--- config.mk ---
export PLATFORM = sky130hd
export DESIGN_NAME = ordered_list_engine
export DESIGN_NICKNAME = d
export VERILOG_FILES = /design/src/olst_pkg.sv /design/src/olst_cell.sv /design/src/ordered_list_engine.sv
export SDC_FILE = /design/constraint.sdc
export NUM_CORES = 2
export LEC_CHECK = 0
export ABC_AREA = 0
export BUFFER_PORTS_ARGS = -buffer_cell sky130_fd_sc_hd__buf_2
export CORE_ASPECT_RATIO = 0.9
export CORE_MARGIN = 10
export CORE_UTILIZATION = 55
export CTS_CLUSTER_SIZE = 10
export DETAILED_ROUTE_END_ITERATION = 10
export HOLD_SLACK_MARGIN = 0.15
export PLACE_DENSITY_LB_ADDON = 0.25
export SLEW_MARGIN = 10
export SYNTH_ARGS = -nofsm -noshare
export SYNTH_HDL_FRONTEND = slang
export SYNTH_SLANG_ARGS = --single-unit
--- constraint.sdc ---
create_clock -name clk -period 8.55 [get_ports clk]
set_input_delay 0.855 -clock clk [delete_from_list [all_inputs] [get_ports clk]]
set_output_delay 0.855 -clock clk [all_outputs]
set_load 0.01 [all_outputs]
--- src/olst_pkg.sv ---
// Shared types, action codes and sizes for the ordered list engine.
package olst_pkg;

    localparam int LIST_DEPTH_DEF = 16;
    localparam int ENTRY_W        = 32;
    localparam int ACTION_W       = 2;
    localparam int RSP_COUNT_W    = 5;

    localparam logic [ACTION_W-1:0] ACT_INSERT       = 2'd0;
    localparam logic [ACTION_W-1:0] ACT_REMOVE_FIRST = 2'd1;
    localparam logic [ACTION_W-1:0] ACT_REMOVE_ALL   = 2'd2;
    localparam logic [ACTION_W-1:0] ACT_FIND         = 2'd3;

    typedef struct packed {
        logic [ACTION_W-1:0]       action;
        logic signed [ENTRY_W-1:0] value;
    } req_t;

    typedef struct packed {
        logic                   hit;
        logic [RSP_COUNT_W-1:0] count;
        logic                   overflow;
    } rsp_t;

    // Per-cycle command broadcast to every cell.
    typedef struct packed {
        logic push;   // shift one place back, key enters at the front
        logic pull;   // close the gap at the first match
    } cell_ctrl_t;

endpackage

--- src/olst_cell.sv ---
// One list cell: holds an entry, compares it to the key, shifts with its neighbors.
module olst_cell
    import olst_pkg::*;
(
    input  logic                clk,
    input  cell_ctrl_t          ctrl,
    input  logic [ENTRY_W-1:0]  key,
    input  logic                occupied,
    input  logic [ENTRY_W-1:0]  prev_entry,
    input  logic [ENTRY_W-1:0]  next_entry,
    input  logic                seen_in,
    output logic [ENTRY_W-1:0]  entry,
    output logic                seen_out
);

    logic [ENTRY_W-1:0] entry_reg;
    logic [ENTRY_W-1:0] entry_next;
    logic               match;

    assign match    = occupied && (entry_reg == key);
    assign seen_out = seen_in || match;
    assign entry    = entry_reg;

    always_comb
    begin
        entry_next = entry_reg;
        if (ctrl.push)
        begin
            entry_next = prev_entry;
        end
        else if (ctrl.pull && seen_out)
        begin
            // take the neighbor behind from the first match onward
            entry_next = next_entry;
        end
    end

    always_ff @(posedge clk)
    begin
        entry_reg <= entry_next;
    end

endmodule

--- src/ordered_list_engine.sv ---
// Top level of the ordered list engine: cell chain, fill count and request control.
//
// Usage:
//   Requests arrive on req_valid / req_ready / req (action, value); results
//   leave on rsp_valid / rsp_ready / rsp (hit, count, overflow). Each request
//   gives exactly one result, in request order.
//   The list lives in a chain of LIST_DEPTH cells, front at cell 0. Every
//   cell compares its entry with the key at once; a match flag ripples back
//   along the chain so that only the frontmost match and the cells behind
//   it shift forward.
//   Insert, remove-first and find register their result in the cycle after
//   acceptance. Remove-all deletes one match per cycle through the same chain
//   and registers its result once no match is left, or at acceptance when
//   nothing matches.
//   A request is taken while no remove-all is in progress and the result
//   register is empty or being drained in the same cycle; a stalled
//   receiver therefore holds off new requests after one waiting result.
//   Reset empties the list (count zero) and drops any waiting result; cell
//   contents are not cleared since entries past the count are never read.
//   An insert into a full list is dropped and answered with overflow set.
//   The count field carries the low five bits of the fill count.
module ordered_list_engine
    import olst_pkg::*;
#(
    parameter int LIST_DEPTH = LIST_DEPTH_DEF
)
(
    input  logic clk,
    input  logic rst_n,
    input  logic req_valid,
    output logic req_ready,
    input  req_t req,
    output logic rsp_valid,
    input  logic rsp_ready,
    output rsp_t rsp
);

    localparam int CNT_W = $clog2(LIST_DEPTH + 1);

    localparam logic ST_IDLE   = 1'b0;
    localparam logic ST_REMALL = 1'b1;

    logic               state_reg;
    logic               state_next;
    logic [CNT_W-1:0]   count_reg;
    logic [CNT_W-1:0]   count_next;
    logic [ENTRY_W-1:0] key_reg;
    logic [ENTRY_W-1:0] key_next;
    logic               rsp_valid_reg;
    logic               rsp_valid_next;
    rsp_t               rsp_reg;
    rsp_t               rsp_next;

    cell_ctrl_t         ctrl;
    logic [ENTRY_W-1:0] key;
    logic               accept;
    logic               full;
    logic               any_match;
    logic               load_rsp;
    logic               rsp_hit;
    logic               rsp_ovf;
    logic [CNT_W+RSP_COUNT_W-1:0] count_ext;

    logic [ENTRY_W-1:0] entry_w [LIST_DEPTH];
    logic [LIST_DEPTH:0] seen_w;

    // Cell chain: the match flag enters clear at the front and ripples back.
    assign seen_w[0] = 1'b0;

    genvar i;
    generate
        for (i = 0; i < LIST_DEPTH; i++)
        begin : g_cell
            logic [ENTRY_W-1:0] prev_e;
            logic [ENTRY_W-1:0] next_e;

            if (i == 0)
            begin : g_front
                assign prev_e = key;
            end
            else
            begin : g_mid_prev
                assign prev_e = entry_w[i-1];
            end

            if (i == LIST_DEPTH - 1)
            begin : g_back
                // the last slot becomes free after a pull; hold what it has
                assign next_e = entry_w[i];
            end
            else
            begin : g_mid_next
                assign next_e = entry_w[i+1];
            end

            olst_cell u_cell
            (
                .clk        (clk),
                .ctrl       (ctrl),
                .key        (key),
                .occupied   (count_reg > CNT_W'(i)),
                .prev_entry (prev_e),
                .next_entry (next_e),
                .seen_in    (seen_w[i]),
                .entry      (entry_w[i]),
                .seen_out   (seen_w[i+1])
            );
        end
    endgenerate

    assign any_match = seen_w[LIST_DEPTH];
    assign full      = (count_reg == CNT_W'(LIST_DEPTH));
    assign req_ready = (state_reg == ST_IDLE) && (!rsp_valid_reg || rsp_ready);
    assign accept    = req_valid && req_ready;
    // during remove-all the stored key drives the compare
    assign key       = (state_reg == ST_REMALL) ? key_reg : req.value;

    always_comb
    begin
        ctrl       = '0;
        count_next = count_reg;
        state_next = state_reg;
        key_next   = key_reg;
        load_rsp   = 1'b0;
        rsp_hit    = 1'b0;
        rsp_ovf    = 1'b0;

        if (state_reg == ST_IDLE)
        begin
            if (accept)
            begin
                case (req.action)
                    ACT_INSERT:
                    begin
                        load_rsp = 1'b1;
                        if (full)
                        begin
                            // drop the value, flag overflow
                            rsp_ovf = 1'b1;
                        end
                        else
                        begin
                            ctrl.push  = 1'b1;
                            count_next = count_reg + CNT_W'(1);
                            rsp_hit    = 1'b1;
                        end
                    end
                    ACT_REMOVE_FIRST:
                    begin
                        load_rsp = 1'b1;
                        rsp_hit  = any_match;
                        if (any_match)
                        begin
                            ctrl.pull  = 1'b1;
                            count_next = count_reg - CNT_W'(1);
                        end
                    end
                    ACT_REMOVE_ALL:
                    begin
                        if (any_match)
                        begin
                            // remove the first match now, the rest one per cycle
                            ctrl.pull  = 1'b1;
                            count_next = count_reg - CNT_W'(1);
                            key_next   = req.value;
                            state_next = ST_REMALL;
                        end
                        else
                        begin
                            load_rsp = 1'b1;
                        end
                    end
                    ACT_FIND:
                    begin
                        load_rsp = 1'b1;
                        rsp_hit  = any_match;
                    end
                    default:
                    begin
                        load_rsp = 1'b1;
                        rsp_hit  = any_match;
                    end
                endcase
            end
        end
        else
        begin
            if (any_match)
            begin
                ctrl.pull  = 1'b1;
                count_next = count_reg - CNT_W'(1);
            end
            else
            begin
                // no match left: report and return to idle
                load_rsp   = 1'b1;
                rsp_hit    = 1'b1;
                state_next = ST_IDLE;
            end
        end
    end

    assign count_ext = {{RSP_COUNT_W{1'b0}}, count_next};

    always_comb
    begin
        rsp_next          = rsp_reg;
        rsp_valid_next    = rsp_valid_reg;
        if (rsp_ready)
        begin
            rsp_valid_next = 1'b0;
        end
        if (load_rsp)
        begin
            rsp_valid_next    = 1'b1;
            rsp_next.hit      = rsp_hit;
            rsp_next.count    = count_ext[RSP_COUNT_W-1:0];
            rsp_next.overflow = rsp_ovf;
        end
    end

    always_ff @(posedge clk or negedge rst_n)
    begin
        if (!rst_n)
        begin
            state_reg     <= ST_IDLE;
            count_reg     <= '0;
            rsp_valid_reg <= 1'b0;
        end
        else
        begin
            state_reg     <= state_next;
            count_reg     <= count_next;
            rsp_valid_reg <= rsp_valid_next;
        end
    end

    always_ff @(posedge clk)
    begin
        key_reg <= key_next;
        rsp_reg <= rsp_next;
    end

    assign rsp_valid = rsp_valid_reg;
    assign rsp       = rsp_reg;

    // Fill count never passes the depth.
    a_count_bound: assert property (@(posedge clk) disable iff (!rst_n)
        count_reg <= CNT_W'(LIST_DEPTH))
        else $error("fill count above list depth");

    // A dropped insert never reports a hit.
    a_ovf_no_hit: assert property (@(posedge clk) disable iff (!rst_n)
        (rsp_valid_reg && rsp_reg.overflow) |-> !rsp_reg.hit)
        else $error("overflow result with hit set");

    // The result register is free for the whole remove-all sweep.
    a_remall_slot_free: assert property (@(posedge clk) disable iff (!rst_n)
        (state_reg == ST_REMALL) |-> !rsp_valid_reg)
        else $error("result pending during remove-all");

    // Each remove-all cycle either shrinks the list or ends the sweep.
    a_remall_progress: assert property (@(posedge clk) disable iff (!rst_n)
        (state_reg == ST_REMALL) |=>
            ((count_reg < $past(count_reg)) || (state_reg == ST_IDLE)))
        else $error("remove-all made no progress");

    // No request is taken while a sweep is running.
    a_ready_idle: assert property (@(posedge clk) disable iff (!rst_n)
        req_ready |-> (state_reg == ST_IDLE))
        else $error("request ready outside idle");

endmodule
Yosys cells after proc, flatten, opt, wreduce, memory -nomap -nowiden
Cells that the tools add are included.

word-level totals
  word-level logic and storage cells = 192
  flip-flop bits (word level) = 558
  bits of input ports = 38

operators by class
  equal/unequal tests = 20
  add/subtract/negate cells = 2
  magnitude comparators = 16
  bitwise gates (word level) = 3
  reduce and logical (&&, ||, !) cells = 72
  muxes and demuxes = 56

operator list
  operator               count
  $mux W32               31
  $eq A32 B32 Y1         16
  $gt A5 B4 Y1 const B   8
  $logic_and A1 B1 Y1    33
  $reduce_bool A2 Y1     16
  $gt A5 B3 Y1 const B   4
  $mux W5                4
  $mux W1                17
  $logic_or A1 B1 Y1     16
  $gt A5 B1 Y1 const B   2
  $gt A5 B2 Y1 const B   2
  $pmux W5 S2            1
  $reduce_or A3 Y1       2
  $add A5 B1 Y5 const B  1
  $eq A5 B5 Y1 const B   1
  $sub A5 B1 Y5 const B  1
  $eq A2 B2 Y1 const B   2
  $pmux W1 S2            2
  $reduce_and A4 Y1      1
  $reduce_or A2 Y1       2
  $not A1 Y1             3
  $eq A2 B1 Y1 const B   1
  $logic_not A2 Y1       1
  $mux W2                1
  $logic_not A1 Y1       1

Logic depth before layout (Yosys ltp)
  depth in word-level cells = 25
  depth in mapped cells = 13
  mapped depth without buffers = 12

Hierarchy
From an unflattened synthesis, not the netlist that was laid out.

second synthesis, totals
  cell total of the unflattened synthesis = 2148
  area total of the unflattened synthesis = 30402.9 um^2

by module, submodules not included
  module               area each (um^2)  seq. area each (um^2)  instances  cells each
  olst_cell            1746.7            960.9                  16         122
  ordered_list_engine  2456.1            1346.3                 1          196

Worst setup path after synthesis
Ideal clock, no wire load.

  path type = in2reg
  start point = in req[12] in the netlist's numbering
  end point = reg g_cell[14].u_cell.entry_reg[0] (enable)
  slack = 2903 ps
  cell stages on the path = 11
  required time = 8084 ps
  arrival time = 5181 ps
  library setup time = 466 ps
  cell sequence = mux2i_1 -> buf_2 -> xnor2_1 -> nor4_1 -> nand4_1 -> or4_1 -> o41a_1 -> and3_1 -> nand2_1 -> nor3_1 -> o21ai_0

on the way
  longest elaborated chain between the ends = 24
  elaborated cells between the ends (all ways) = 54
  those cells by class = 16 x eq/ne; 5 x mux; 33 x reduce/logical

RTL lines
  what                                   line                                                                                RTL
  from (decl)                            ordered_list_engine.sv:32                                                           input req_t req,
  $mux W32 *                             ordered_list_engine.sv:116                                                          assign key = (state_reg == ST_REMALL) ? key_reg : req.value;
  $eq A32 B32 Y1                         olst_cell.sv:20                                                                     assign match = occupied && (entry_reg == key);
  $logic_and A1 B1 Y1                    olst_cell.sv:20
  $logic_or A1 B1 Y1 (15 in series)      olst_cell.sv:21                                                                     assign seen_out = seen_in || match;
  $mux W1                                ordered_list_engine.sv:152, ordered_list_engine.sv:160, ordered_list_engine.sv:188
  $mux W1                                n/a
  $mux W2                                ordered_list_engine.sv:130                                                          if (accept)
  $mux W1                                ordered_list_engine.sv:128                                                          if (state_reg == ST_IDLE)
  $logic_and A1 B1 Y1 *                  olst_cell.sv:31                                                                     else if (ctrl.pull && seen_out)
  $reduce_bool A2 Y1 (no source line) *  n/a
  to (signal assigned)                   olst_cell.sv:40                                                                     entry_reg <= entry_next;
  to (decl)                              olst_cell.sv:16                                                                     logic [ENTRY_W-1:0] entry_reg;

Every way passes the cells marked *; elsewhere a longest branch is shown, timed or not.
A chain may end at the register's enable or synchronous reset.

Worst setup path after layout
  start point = reg state_reg
  end point = reg g_cell[1].u_cell.entry_reg[13] (enable)

on the way
  longest elaborated chain between the ends = 24
  elaborated cells between the ends (all ways) = 58
  those cells by class = 16 x eq/ne; 6 x mux; 1 x bitwise; 35 x reduce/logical

RTL lines
  what                                   line                                                                                RTL
  from (decl)                            ordered_list_engine.sv:43                                                           logic state_reg;
  from (signal assigned)                 ordered_list_engine.sv:232                                                          state_reg <= state_next;
  $mux W32                               ordered_list_engine.sv:116
  $eq A32 B32 Y1                         olst_cell.sv:20
  $logic_and A1 B1 Y1                    olst_cell.sv:20
  $logic_or A1 B1 Y1 (15 in series)      olst_cell.sv:21
  $mux W1                                ordered_list_engine.sv:152, ordered_list_engine.sv:160, ordered_list_engine.sv:188
  $mux W1                                n/a
  $mux W2                                ordered_list_engine.sv:130
  $mux W1                                ordered_list_engine.sv:128
  $logic_and A1 B1 Y1                    olst_cell.sv:31
  $reduce_bool A2 Y1 (no source line) *  n/a
  to (signal assigned)                   olst_cell.sv:40
  to (decl)                              olst_cell.sv:16

Marks and branches as above.

==> impl_metrics.env <==
export IMPL_rsz0062_at_grt="false"
export IMPL_drcViolationCount=0
export IMPL_post_drt_wl_per_cell_um=27.2
export IMPL_setup_viol=0
export IMPL_first_global_vias=22400
export IMPL_drt_wl_total_um=103000
export IMPL_drt_iter0_drc=4204
export IMPL_cts_buffer_depth=3
export IMPL_yosysWarnings=0
export IMPL_std_cell_rows=81
export IMPL_first_pass_iters=8
export IMPL_cp_slowest_stage_delay_ps=1050
export IMPL_die_w_um=267
export IMPL_end_kind="register"
export IMPL_dpl_hpwl_um=71000
export IMPL_final_setup_skew_ps=29.9
export IMPL_critPathBufInv=3
export IMPL_netlist_area_um2=30300
export IMPL_num_antenna_cells=0
export IMPL_cts_resized=0
export IMPL_path_delay_family="simple AND/OR/NAND/NOR gates"
export IMPL_vias=23700
export IMPL_syn_inst=3059
export IMPL_placed_cell_area_um2=31200
export IMPL_ys_seq_elements=558
export IMPL_die_h_um=242
export IMPL_async_reset_ff_share_pct=1.25
export IMPL_max_slew_margin_rel_pct=15.0
export IMPL_seq_area_frac_synth_pct=55.3
export IMPL_status="complete, no violations"
export IMPL_met1_usage_pct=45.4
export IMPL_cts_root_buf="clkbuf_16"
export IMPL_grt_antenna_before_repair=2
export IMPL_drv_cap=0
export IMPL_setup_tns_ps=0
export IMPL_synth_cell_types=59
export IMPL_clkTransAtPathRegs_ps=60
export IMPL_synth_flop_cell="edfxtp_1"
export IMPL_use_met3_pct=10.9
export IMPL_worst_setup_path_type="reg -> reg"
export IMPL_via_per_inst=6.24
export IMPL_cts_sinks=558
export IMPL_ir_worst_vdd_mv=0.117
export IMPL_cp_arrival_ps=6570
export IMPL_crit_fanout=32
export IMPL_design_area_um2=33100
export IMPL_portBuffers=46
export IMPL_startpoint_type="register"
export IMPL_cp_slowest_cell="nor4_1"
export IMPL_grt_use_total_pct=31.1
export IMPL_final_nets=3124
export IMPL_avgSynthCellArea_um2=9.89
export IMPL_cts_setup_buffers=0
export IMPL_fmax_ghz=0.157
export IMPL_cts_tree="built"
export IMPL_io_pins=47
export IMPL_clk_latency_ps=610
export IMPL_tightest_slew_ps=1250
export IMPL_grt_max_degree=200
export IMPL_finalHoldViolCount=0
export IMPL_ctsHoldBuffers=1
export IMPL_grtUsageMet2_pct=41.6
export IMPL_cts_buffers_inserted=67
export IMPL_min_period_over_period_pct=74.5
export IMPL_place_congestion=0.972
export IMPL_cts_max_level=3
export IMPL_area_growth_pct=9.27
export IMPL_syn_nets=3108
export IMPL_synth_edff_count=551
export IMPL_cp_required_ps=8750
export IMPL_ant_nets=0
export IMPL_grt_pass1_wl_um=149000
export IMPL_overflow=0
export IMPL_dieArea_um2=64800
export IMPL_power_density_nw_per_um2=199
export IMPL_core_area_um2=54400
export IMPL_period_minus_slack_ps=6370
export IMPL_grt_busiest_layer="met1"
export IMPL_drive_gt1_share_pct=7.24
export IMPL_p_leak_nw=12.3
export IMPL_hold_class="in -> reg"
export IMPL_path_cells="buf_4 > mux2i_4 > buf_4 > xnor2_1 > nor4_1 > nand3_1 > nor4_1 > nor4_1 > nand3_1 > o21ai_0 > buf_4 > o21ai_4"
export IMPL_largest_reg_flops=512
export IMPL_start_util_pct=55.6
export IMPL_drv_slew=0
export IMPL_power_mw=6.56
where the power goes:
| part | switching (mW) | internal (mW) | total, mW |
|---|---|---|---|
| clock | 1.11 | 1.45 | 2.55 |
| sequential | 0.138 | 3.13 | 3.27 |
| combinational | 0.489 | 0.256 | 0.745 |
placed cells by master (no fill, tap or decap), drive strengths merged, types with 2 or more instances in the layout:
master,count
o21ai,51
nand3,26
nor2b,4
o41ai,2
clkinv,3
dfrtp,7
clkbuf,83
or3,3
inv,19
and3,3
nand2,1412
nand4b,2
nor3,21
edfxtp,551
o31ai,3
a21o,2
buf,97
a21oi,14
nor2,34
mux2i,33
o21a,3
nor3b,2
xor2,57
or2,2
xnor2,458
nand4,32
a221o,2
or4,3
nor4,127
o22ai,3
and2,2
mux2,2
a31oi,4
ha,11
logic make-up (layout without fill, tap and decap cells):
| logic type | count (synthesis) | after routing | synth area share (%) |
|---|---|---|---|
| AOI/OAI and AO/OA | 96 | 96 | 1.89 |
| xor gates and xnor gates | 515 | 515 | 14.9 |
| and+or+nand+nor | 1677 | 1677 | 22.6 |
| buffers and inverters | 167 | 203 | 2.39 |
| adders and majority gates | 11 | 11 | 0.455 |
| DFF | 558 | 558 | 55.3 |
| muxes | 35 | 35 | 2.45 |
metal layers:
metal,up-vias,wire length [um]
li1,10200,-
met1,11300,41300
met2,1887,41200
met3,237,16700
met4,4,4130
met5,-,27
synthesized netlist by cell type, types with 5 or more instances:
library cell	count	share of area, %
nand2_1	1412	18
edfxtp_1	551	55
xnor2_1	458	13
nor4_1	126	2.6
clkbuf_1	109	1.4
xor2_1	57	1.7
o21ai_0	49	0.81
nor2_1	33	0.41
nand4_1	32	0.66
mux2i_4	31	2.3
nand3_1	25	0.41
buf_2	24	0.40
nor3_1	21	0.35
inv_1	15	0.19
a21oi_1	14	0.23
ha_1	11	0.45
buf_4	9	0.22
dfrtp_1	7	0.58
buf_1	5	0.062
stage by stage:
step / hold WS [ps] / util, % / instances / worst slack (ps)
finish: 471 / 60.7 / 3800 / 2180
global route: 470 / 60.7 / 3800 / 2150
CTS: 450 / 60.7 / 3800 / 2380
detailed placement: 499 / 57.4 / 3710 / 2420
global placement: 482 / 57.4 / 3710 / 2490
floorplan: 471 / - / 3059 / 2900
final timing paths:
path	from	end	slack, ps	cells past startpoint
hold reg to reg	g_cell[14].u_cell.entry[4]	g_cell[15].u_cell.entry[4]	510	0
hold / removal	req[7]	key_reg[7]	470	1
setup / recovery	state_reg	g_cell[1].u_cell.entry[13]	2180	12
min in group asynchronous	rst_n	rsp_valid	630	2
max in group asynchronous	rst_n	state_reg	7730	2
setup reg to reg	state_reg	g_cell[1].u_cell.entry[13]	2180	12
area by class of cell:
type / count / area [um^2]
clock inverters: 6 / 38.8
flip-flops and latches: 558 / 16700
inverters: 16 / 67.6
clock buffers: 83 / 1780
well taps: 705 / 882
repair buffers: 98 / 648
fillers: 4520 / 21400
multi-input cells: 2334 / 12900
Note: power is estimated with default switching activity, not from simulation.
